**src/rtl/core/point_scale_rotate_translate_macros.svh**
```systemverilog
// Assertion macros for the point transform RTL, used by psrt_pipe.
`ifndef POINT_SCALE_ROTATE_TRANSLATE_MACROS_SVH
`define POINT_SCALE_ROTATE_TRANSLATE_MACROS_SVH
// Assert that ante implies cons in the same cycle, outside reset.
`define PSRT_ASSERT_IMP(label, ante, cons, msg) \
  label: assert property (@(posedge clk) disable iff (rst) (ante) |-> (cons)) \
    else $error(msg);
// Assert that ante implies cons in the next cycle, outside reset.
`define PSRT_ASSERT_NEXT(label, ante, cons, msg) \
  label: assert property (@(posedge clk) disable iff (rst) (ante) |=> (cons)) \
    else $error(msg);
`endif

```
**src/rtl/core/psrt_pkg.sv**
```systemverilog
// ----------------------------------------------------------------------------
// psrt_pkg
// Shared types, constants and trig helpers for the point transform.
// ----------------------------------------------------------------------------
`timescale 1ns / 1ps
package psrt_pkg;
  localparam int FracBits  = 6;
  localparam int TrigSteps = 16;
  localparam int CfgIdxW   = 2;
  localparam int CfgDataW  = 24;

  localparam logic [CfgIdxW-1:0] REG_SHIFT_X = 2'd0;
  localparam logic [CfgIdxW-1:0] REG_SHIFT_Y = 2'd1;
  localparam logic [CfgIdxW-1:0] REG_ANGLE   = 2'd2;
  localparam logic [CfgIdxW-1:0] REG_ZOOM    = 2'd3;

  localparam logic signed [15:0] AngleFull = 16'sd23040;
  localparam logic [14:0] QuarterTurn      = 15'd5760;

  // rotation mode derived from the configured angle
  typedef enum logic [1:0] {
    MODE_PASS = 2'd0,
    MODE_ROT  = 2'd1,
    MODE_BAD  = 2'd2
  } mode_t;

  typedef struct packed {
    mode_t             mode;
    logic signed [25:0] cos_q24;
    logic signed [25:0] sin_q24;
  } rot_t;

  function automatic logic signed [33:0] atan_q30(input int i);
    logic signed [33:0] v;
    case (i)
      0: v = 34'sd843314857;   1: v = 34'sd497837829;
      2: v = 34'sd263043837;   3: v = 34'sd133525159;
      4: v = 34'sd67021687;    5: v = 34'sd33543516;
      6: v = 34'sd16775851;    7: v = 34'sd8388437;
      8: v = 34'sd4194283;     9: v = 34'sd2097149;
      default: v = 34'sd1 <<< (30 - i);
    endcase
    return v;
  endfunction
endpackage

```
**src/rtl/core/psrt_trig.sv**
```systemverilog
// ----------------------------------------------------------------------------
// psrt_trig
// Sine and cosine of the configured angle: quadrant split, then a CORDIC that
// runs one step a cycle over the held angle after reset and after each angle write.
// ----------------------------------------------------------------------------
`timescale 1ns / 1ps
module psrt_trig (
  input  logic                clk,
  input  logic                rst,
  input  logic                start,
  input  logic signed [15:0]  angle,
  output psrt_pkg::rot_t      rot
);
  logic [4:0]         step;
  logic               busy;
  logic signed [33:0] x, y, z;
  logic [1:0]         quad;
  logic [1:0]         quad_next;
  logic [14:0]        res_next;
  logic [45:0]        zprod;
  logic signed [33:0] dx, dy, ang;
  logic signed [25:0] cx, sy;
  logic signed [33:0] xr, yr;

  always_comb begin
    res_next  = angle[14:0];
    quad_next = 2'd0;
    if (res_next >= psrt_pkg::QuarterTurn) begin
      res_next = res_next - psrt_pkg::QuarterTurn; quad_next = 2'd1;
    end
    if (res_next >= psrt_pkg::QuarterTurn) begin
      res_next = res_next - psrt_pkg::QuarterTurn; quad_next = 2'd2;
    end
    if (res_next >= psrt_pkg::QuarterTurn) begin
      res_next = res_next - psrt_pkg::QuarterTurn; quad_next = 2'd3;
    end
    zprod = 46'({31'd0, res_next} * 46'd299845282) + 46'd512;
    dx  = y >>> step;
    dy  = x >>> step;
    ang = psrt_pkg::atan_q30(int'(step));
    xr  = x + 34'sd32;
    yr  = y + 34'sd32;
    cx  = 26'(xr >>> 6);
    sy  = 26'(yr >>> 6);
  end

  always_ff @(posedge clk) begin
    if (rst || start) begin
      step <= '0;
      busy <= 1'b1;
      quad <= quad_next;
      x    <= 34'sd652032874;
      y    <= '0;
      z    <= 34'(zprod >> 10);
    end else if (busy) begin
      if (!z[33]) begin
        x <= x - dx; y <= y + dy; z <= z - ang;
      end else begin
        x <= x + dx; y <= y - dy; z <= z + ang;
      end
      step <= step + 5'd1;
      if (step == 5'(psrt_pkg::TrigSteps - 1)) busy <= 1'b0;
    end
  end

  always_comb begin
    if (angle < 16'sd0 || angle > psrt_pkg::AngleFull) rot.mode = psrt_pkg::MODE_BAD;
    else if (angle == 16'sd0 || angle == psrt_pkg::AngleFull) rot.mode = psrt_pkg::MODE_PASS;
    else rot.mode = psrt_pkg::MODE_ROT;
    case (quad)
      2'd0: begin rot.cos_q24 = cx;  rot.sin_q24 = sy;  end
      2'd1: begin rot.cos_q24 = -sy; rot.sin_q24 = cx;  end
      2'd2: begin rot.cos_q24 = -cx; rot.sin_q24 = -sy; end
      default: begin rot.cos_q24 = sy; rot.sin_q24 = -cx; end
    endcase
  end
endmodule

```
**config.mk**
```make
export PLATFORM = sky130hd
export DESIGN_NAME = psrt_trig
export DESIGN_NICKNAME = d
export VERILOG_FILES = /design/src/rtl/core/point_scale_rotate_translate_macros.svh /design/src/rtl/core/psrt_pkg.sv /design/src/rtl/core/psrt_trig.sv
export SDC_FILE = /design/constraint.sdc
export NUM_CORES = 1
export LEC_CHECK = 0
export BUFFER_PORTS_ARGS = -buffer_cell sky130_fd_sc_hd__buf_2
export CORE_MARGIN = 4
export CORE_UTILIZATION = 35
export DETAILED_ROUTE_END_ITERATION = 12
export PLACE_DENSITY = 0.55
export SETUP_SLACK_MARGIN = 0.15
export SKIP_CTS_REPAIR_TIMING = 1
export SLEW_MARGIN = 40
export SYNTH_ARGS = -nofsm -noshare
export SYNTH_HDL_FRONTEND = slang
export SYNTH_SLANG_ARGS = --single-unit
```
**constraint.sdc**
```tcl
create_clock -name clk -period 33.3 [get_ports clk]
set_clock_uncertainty 0.1 [all_clocks]
set_input_delay 3.33 -clock clk [delete_from_list [all_inputs] [get_ports clk]]
set_output_delay 3.33 -clock clk [all_outputs]
set_load 0.05 [all_outputs]
```
**After elaboration in Yosys (flattened, before gate mapping)**

Index checks and enable logic that the tools add are counted.

- Add/sub/neg operators: 16
- Multipliers: 1
- Order comparisons: 5
- Eq/ne operators: 13
- Shifts and indexed selects: 3
- Muxes and demuxes: 16
- Reduce and logical (&&, ||, !) cells: 8

Operator list:

| cell | number |
|---|---|
| 34-bit case mux with 10 select lines | 1 |
| 34-bit 2-to-1 mux | 5 |
| 52-bit case mux with 3 select lines | 1 |
| 34-bit adder | 3 |
| 34-bit subtractor | 3 |
| 34-bit by 5-bit >>> shifter with 34-bit output | 2 |
| 32-bit by 7-bit adder with 32-bit output (second input constant) | 2 |
| 26-bit negation | 2 |
| 15-bit by 13-bit >= comparator with 1-bit output (second input constant) | 3 |
| 15-bit 2-to-1 mux | 3 |
| 15-bit by 13-bit subtractor with 15-bit output (second input constant) | 3 |
| 44-bit by 10-bit adder with 44-bit output (second input constant) | 1 |
| 15-bit by 28-bit multiplier with 43-bit output (second input constant) | 1 |
| 2-bit by 32-bit <<< shifter with 34-bit output (first input constant) | 1 |
| 5-bit by 3-bit equality test with 1-bit output (second input constant) | 4 |
| 16-bit equality test (second input constant) | 1 |
| 16-bit greater-than comparator (second input constant) | 1 |
| 16-bit zero test | 1 |
| 16-bit by 1-bit < comparator with 1-bit output (second input constant) | 1 |
| 5-bit by 4-bit equality test with 1-bit output (second input constant) | 3 |
| 5-bit by 2-bit equality test with 1-bit output (second input constant) | 2 |
| 5-bit by 5-bit subtractor with 6-bit output (first input constant) | 1 |
| 5-bit by 1-bit adder with 5-bit output (second input constant) | 1 |
| 5-bit by 1-bit equality test with 1-bit output (second input constant) | 1 |
| 9 further kinds | 15 |

- Flip-flop bits (word level): 110
- Bits of input ports: 19
- Output and inout bits: 54
- Word-level logic and storage cells: 69

**Depth between registers and ports, before layout**

Gate-level depths: netlist of run 1.

- Depth in word-level cells: 9
- Depth in mapped cells: 41
- Gate-level depth less buffers: 38

**Worst setup path before layout of run 1**

OpenSTA, ideal clock, no wires.

- Kind: in2reg
- From: in angle[0]
- To: reg z[30] (data pin)
- Library setup time: 137 ps
- Arrival: 12,959 ps
- Data required time: 33,063 ps
- Path slack: 20,105 ps
- Stages on the path: 39
- Cell sequence: inv_1 -> ha_1 -> or4bb_1 -> nor4_2 -> nor2_1 -> buf_2 -> o22a_1 -> o211ai_1 -> nand2_1 -> o31a_1 -> o21bai_1 -> a21oi_1 -> xnor2_1 -> mux2i_1 -> fa_1 -> inv_1 -> fa_1 -> inv_1 -> [... 3 more ...] -> inv_1 -> fa_1 -> inv_1 -> fa_1 -> inv_1 -> ha_1 -> clkbuf_1 -> and4_1 -> and2_1 -> o41ai_1 -> or4b_2 -> a31oi_1 -> xor2_1 -> nor3_2 -> or4b_1 -> clkbuf_1 -> or4b_1 -> nand3_1

- Word-level cells in the longest chain between the ends: 9

RTL lines:

| element | line | text |
|---|---|---|
| start: declaration | psrt_trig.sv:11 | `input logic signed [15:0] angle,` |
| 15-bit by 13-bit subtractor with 15-bit output / 15-bit by 13-bit >= comparator with 1-bit output (equally long branches) | psrt_trig.sv:29, psrt_trig.sv:28 |  |
| 15-bit 2-to-1 mux * | psrt_trig.sv:28 | `if (res_next >= psrt_pkg::QuarterTurn) begin` |
| 15-bit by 13-bit subtractor with 15-bit output / 15-bit by 13-bit >= comparator with 1-bit output (equally long branches) | psrt_trig.sv:32, psrt_trig.sv:31 |  |
| 15-bit 2-to-1 mux * | psrt_trig.sv:31 | `if (res_next >= psrt_pkg::QuarterTurn) begin` |
| 15-bit by 13-bit subtractor with 15-bit output / 15-bit by 13-bit >= comparator with 1-bit output (equally long branches) | psrt_trig.sv:35, psrt_trig.sv:34 |  |
| 15-bit 2-to-1 mux * | psrt_trig.sv:34 | `if (res_next >= psrt_pkg::QuarterTurn) begin` |
| 15-bit by 28-bit multiplier with 43-bit output * | psrt_trig.sv:37 | `zprod = 46'({31'd0, res_next} * 46'd299845282) + 46'd512;` |
| 44-bit by 10-bit adder with 44-bit output * | psrt_trig.sv:37 |  |
| 34-bit 2-to-1 mux * | psrt_trig.sv:48 | `if (rst \|\| start) begin` |
| end signal: assignment | psrt_trig.sv:54 | `z <= 34'(zprod >> 10);` |
| end signal: assignment | psrt_trig.sv:57 | `x <= x - dx; y <= y + dy; z <= z - ang;` |
| end signal: assignment | psrt_trig.sv:59 | `x <= x + dx; y <= y - dy; z <= z + ang;` |
| end: declaration | psrt_trig.sv:16 | `logic signed [33:0] x, y, z;` |

Every way passes the cells marked *; elsewhere a longest branch is shown, timed or not.
A chain may end at the register's enable or synchronous reset.

**Worst setup path in the final report of run 1**

- From: in angle[4]
- To: reg z[33] (data pin)

The elaborated chain is that of the path after synthesis.

==> flow_metrics.py, run 1 <==
metrics = {
    "clock_network": {
        "clockBufferDepth": 2,
        "clock_sinks": 110,
        "htreeDepth": 3,
        "cts_root_buffer": "clkbuf_16",
        "clkLatencyLatePin_ns": 0.41,
        "tritoncts": "yes",
        "cts_inserted_buffers": 9,
        "path_clk_slew_ns": 0.09,
    },
    "drt": {
        "post_drt_wl_per_cell_um": 19.9,
        "drt-total-wl_um": 90200,
        "drt-initial-drc-count": 2291,
        "ant_nets": 0,
        "viasPerCell": 5.75,
        "num_vias": 26100,
        "firstDrtPassIters": 6,
        "drc": 0,
    },
    "worst_setup_path": {
        "slowest_delay_ns": 0.71,
        "cpMaxStageDelayCell": "a211oi_1",
        "start_kind": "primary input",
        "crit_path_end_kind": "flip-flop",
        "crit_arrival_ns": 14.46,
        "reg2reg_depth": 23,
        "r2r-end": "z[32]$_DFFE_PP_",
        "cp.required_ns": 33.45,
        "r2r_start": "step[1]$_SDFFE_PN0P_",
        "path_class": "in -> reg",
        "r2r_slack_ns": 25.68,
        "crit_path_max_fanout": 13,
        "cp_num_buf_inv": 5,
        "critPathTopFamily": "adder cells",
    },
    "global_routing": {
        "grt_pass1_wl_um": 141000,
        "grt_max_degree": 95,
        "grt-ovfl-total": 0,
        "grtUsageTotal_pct": 21.1,
        "antenna_found_initial": 0,
        "grt_pass1_vias": 24300,
    },
    "yosys": {
        "syn_inst": 3582,
        "yosys-mux-area-fraction_pct": 10.4,
        "synth_flop_cell": "dfxtp_1",
        "syn-cell-area_um2": 27700,
        "synth_area_leaders": "ha_1 (12%), fa_1 (9.2%), mux4_2 (6.4%)",
        "synth_seq_area_share_pct": 9.24,
        "synth_edf_count": 36,
        "avgSynthCellArea_um2": 7.74,
        "yosysTopAreaCell": "ha_1",
        "ys_ff_latch": 110,
        "yosys.area_share.adder_pct": 21.1,
        "synth_xor_area_share_pct": 10.7,
        "synth_top_family_by_area": "compound AO/OA/AOI/OAI gates",
        "yosysWarnings": 0,
        "synthSimpleGateAreaFrac_pct": 19.4,
        "synth_top_area_share_pct": 11.8,
        "yosys.cell_types.count": 107,
        "synthesis.nets": 3991,
        "synth_compound_gate_area_share_pct": 22.1,
        "async_reset_ff_share_pct": 0,
        "yosysMostFrequentCell": "nor2_1",
        "synthTopCellsByCount": "nor2_1 (320), inv_1 (299), nand2_1 (283), a21oi_1 (266), ha_1 (262)",
    },
    "place": {
        "gp_congestion": 0.940,
        "port_buffers": 72,
        "place_ws_ns": 18.56,
        "placed_cell_area_um2": 28800,
        "hpwl_um": 72500,
    },
    "job": {
        "maxCapViolCount": 0,
    },
    "floorplan": {
        "die_w_um": 290,
        "die_area_um2": 83800,
        "start_util_pct": 35.6,
        "rows": 102,
        "io_pins": 73,
        "fp.dieH_um": 290,
        "core_area_um2": 78000,
    },
    "timing": {
        "slew_headroom_pct": 42.4,
        "tns_ns": 0,
        "worst_slack_ns": 18.99,
        "fin_crit_sh_pct": 43.0,
        "tightest_slew_ns": 0.853,
        "finalCriticalPeriod_ns": 14.31,
        "finalSetupViolations": 0,
        "holdWs_ns": 0.411,
        "hold_viol_final": 0,
        "fmax_ghz": 0.0699,
        "rsz0062_at_grt": "no",
        "drv_slew": 0,
    },
    "cells_and_area": {
        "drive_gt1_share_pct": 8.63,
        "final_nets": 3904,
        "area_growth_pct": 5.10,
        "antenna_cells": 0,
        "fin_area_um2": 29100,
    },
    "min_path": {
        "hold_start": "y[0]$_SDFFE_PN0P_",
        "hold_path_class": "reg -> reg",
        "holdPathEnd": "y[0]$_SDFFE_PN0P_",
        "hold_depth": 2,
    },
    "outcome": {
        "status": "completed",
    },
}
-- placed cells by master (no fill, tap or decap), types with 68 or more instances in the layout --
cell,instances
nor2_1,319
inv_1,299
nand2_1,283
a21oi_1,266
ha_1,262
o21ai_0,234
xnor2_1,195
xor2_1,138
fa_1,128
nor3_1,92
nand3_1,90
mux4_2,79
mux2i_1,76
buf_2,72
a21o_1,68
dfxtp_1,68
-- metal layers --
metal,GRT usage (%),vias up,wire [um]
li1,-,12700,-
met1,29.7,12500,41700
met2,35.2,769,42200
met3,1.41,89,4200
met4,5.37,0,2150
met5,0,-,0
-- logic make-up after synthesis --
group,after synthesis
AO/OA/AOI/OAI,960
buffers and inverters,501
AND/OR/NAND/NOR,1098
other,1
flip-flops,110
adder cells (fa/ha/maj),390
XOR/XNOR,336
multiplexers,186
-- stage by stage --
stage / util, % / instances
2_1_floorplan: - / 3582
3_3_place_gp: 36.9 / 4524
3_5_place_dp: 37.0 / 4524
4_1_cts: 37.4 / 4540
5_1_grt: 37.4 / 4540
6_report: 37.4 / 4540
-- cell type report --
| cell class | count | area, um^2 |
|---|---|---|
| clock buffers | 9 | 225 |
| repair buffers | 98 | 567 |
| inverters | 305 | 1150 |
| clock inverters | 7 | 91.3 |
| well taps | 1040 | 1300 |
| multi-input cells | 2971 | 23200 |
| fillers | 8200 | 48800 |
| flip-flops and latches | 110 | 2580 |
-- flip-flops by register name, summed over array words and instances, names as in the netlist --
register / count
quad: 2
busy: 1
y: 34
z: 34
x: 34
step: 5
-- worst max-delay path by stage --
stage	from	end	cells after the start
2_1_floorplan	angle[0]	z[30]$_DFFE_PP_	39
3_3_place_gp	angle[4]	z[33]$_DFFE_PP_	35
3_5_place_dp	angle[4]	z[33]$_DFFE_PP_	35
4_1_cts	angle[4]	z[33]$_DFFE_PP_	35
6_report	angle[4]	z[33]$_DFFE_PP_	35
5_1_grt	angle[4]	z[33]$_DFFE_PP_	35
-- tightest hold or removal path: stages, from the launching register on --
cell	delay [ns]
dfxtp_1	0.33
nor2_1	0.09
a211oi_1	0.05
Power of run 1 is left out: the tool's default activity adds up to more than one toggle a clock period on the data nets, which glitch-free logic cannot reach.
==> run 2, diff against run 1 <==
PLACE_DENSITY = 0.57   (was 0.55)
clock period = 12.7 ns   (was 33.3 ns; I/O delays follow)
==> flow_metrics.py, run 2 (synthesis gave the netlist of run 1 again) <==
metrics = {
    "timing": {
        "finalSetupViolations": 0,
        "finalCriticalPeriod_ns": 11.70,
        "fin_crit_sh_pct": 92.1,
        "fmax_ghz": 0.0855,
        "worst_slack_ns": 1.00,
        "rsz0062_at_grt": "no",
        "hold_viol_final": 0,
        "slew_headroom_pct": 41.8,
        "drv_slew": 0,
        "tns_ns": 0,
        "tightest_slew_ns": 0.871,
    },
    "place": {
        "hpwl_um": 70600,
        "port_buffers": 72,
        "place_ws_ns": 0.471,
        "gp_congestion": 0.984,
    },
    "cells_and_area": {
        "area_growth_pct": 5.17,
        "drive_gt1_share_pct": 8.76,
        "antenna_cells": 0,
        "final_cell_mix": "nor2_1 (318), inv_1 (299), nand2_1 (283)",
        "final_common_cell": "nor2_1",
        "reg_top3": "x: 34 flops, y: 34 flops, z: 34 flops",
        "final_nets": 3909,
    },
    "floorplan": {
        "core_area_um2": 78000,
        "die_w_um": 290,
        "rows": 102,
        "start_util_pct": 35.6,
        "io_pins": 73,
        "die_area_um2": 83800,
        "fp.dieH_um": 290,
    },
    "worst_setup_path": {
        "crit_path_end_kind": "flip-flop",
        "path_class": "in -> reg",
        "cp_common_cell": "inv_1",
        "crit_path_max_fanout": 13,
        "r2r_slack_ns": 4.88,
        "cp.required_ns": 12.87,
        "start_kind": "primary input",
        "cpMaxStageDelayCell": "or4b_2",
        "slowest_delay_ns": 0.66,
        "crit_arrival_ns": 11.87,
    },
    "outcome": {
        "status": "completed",
    },
    "drt": {
        "drc": 0,
        "post_drt_wl_per_cell_um": 19.5,
        "ant_nets": 0,
        "viasPerCell": 5.71,
        "num_vias": 25900,
        "drt-total-wl_um": 88800,
        "firstDrtPassIters": 7,
        "drt-initial-drc-count": 2297,
    },
    "global_routing": {
        "grtUsageTotal_pct": 20.9,
        "grt-ovfl-total": 0,
        "grt_pass1_wl_um": 140000,
        "grt_pass1_vias": 24300,
        "grt_max_degree": 103,
        "antenna_found_initial": 0,
    },
    "clock_network": {
        "cts_root_buffer": "clkbuf_16",
        "clock_sinks": 110,
        "cts_inserted_buffers": 9,
        "path_clk_slew_ns": 0.08,
        "tritoncts": "yes",
        "clkLatencyLatePin_ns": 0.41,
        "htreeDepth": 3,
        "clockBufferDepth": 2,
    },
    "job": {
        "maxCapViolCount": 0,
    },
    "min_path": {
        "hold_path_class": "reg -> reg",
    },
}
[run 2: path summary, 6_finish.rpt]
path	to	cells after the start	startpoint
max	z[30]$_DFFE_PP_	35	angle[4]
min	y[0]$_SDFFE_PN0P_	2	y[0]$_SDFFE_PN0P_
min reg2reg	y[0]$_SDFFE_PN0P_	2	y[0]$_SDFFE_PN0P_
max reg2reg	y[33]$_SDFFE_PN0P_	19	step[0]$_SDFFE_PN0P_
[run 2: critical path, delay by kind of cell]
family	cells	cell delay, ns
simple gates	10	3.86
fa+ha+maj	8	3.10
compound gates	7	1.89
buf+inv	8	0.99
xor+xnor	2	0.73
[run 2: layout make-up]
type / count / area [um^2]
inverters: 305 / 1150
well taps: 1040 / 1300
multi-input cells: 2971 / 23200
fillers: 8194 / 48800
repair buffers: 103 / 602
clock inverters: 7 / 77.6
flip-flops and latches: 110 / 2580
clock buffers: 9 / 225
[run 2: per-layer routing]
metal	up-vias	GRT usage, %	wire (um)
met4	0	6.48	2780
met3	118	2.76	5650
met2	854	33.9	40000
li1	12700	-	-
met1	12300	29.0	40400
met5	-	0	0
[run 2: stage by stage]
step	util (%)	std cells	instance area (um^2)	hold slack, ns
finish	37.4	4545	29200	0.404
global route	37.4	4545	29200	0.452
CTS	37.4	4544	29100	0.409
detailed placement	37.0	4528	28800	0.400
global placement	37.0	4528	28800	0.394
floorplan	-	3582	27700	0.366
Power of run 2 is left out for the same reason.
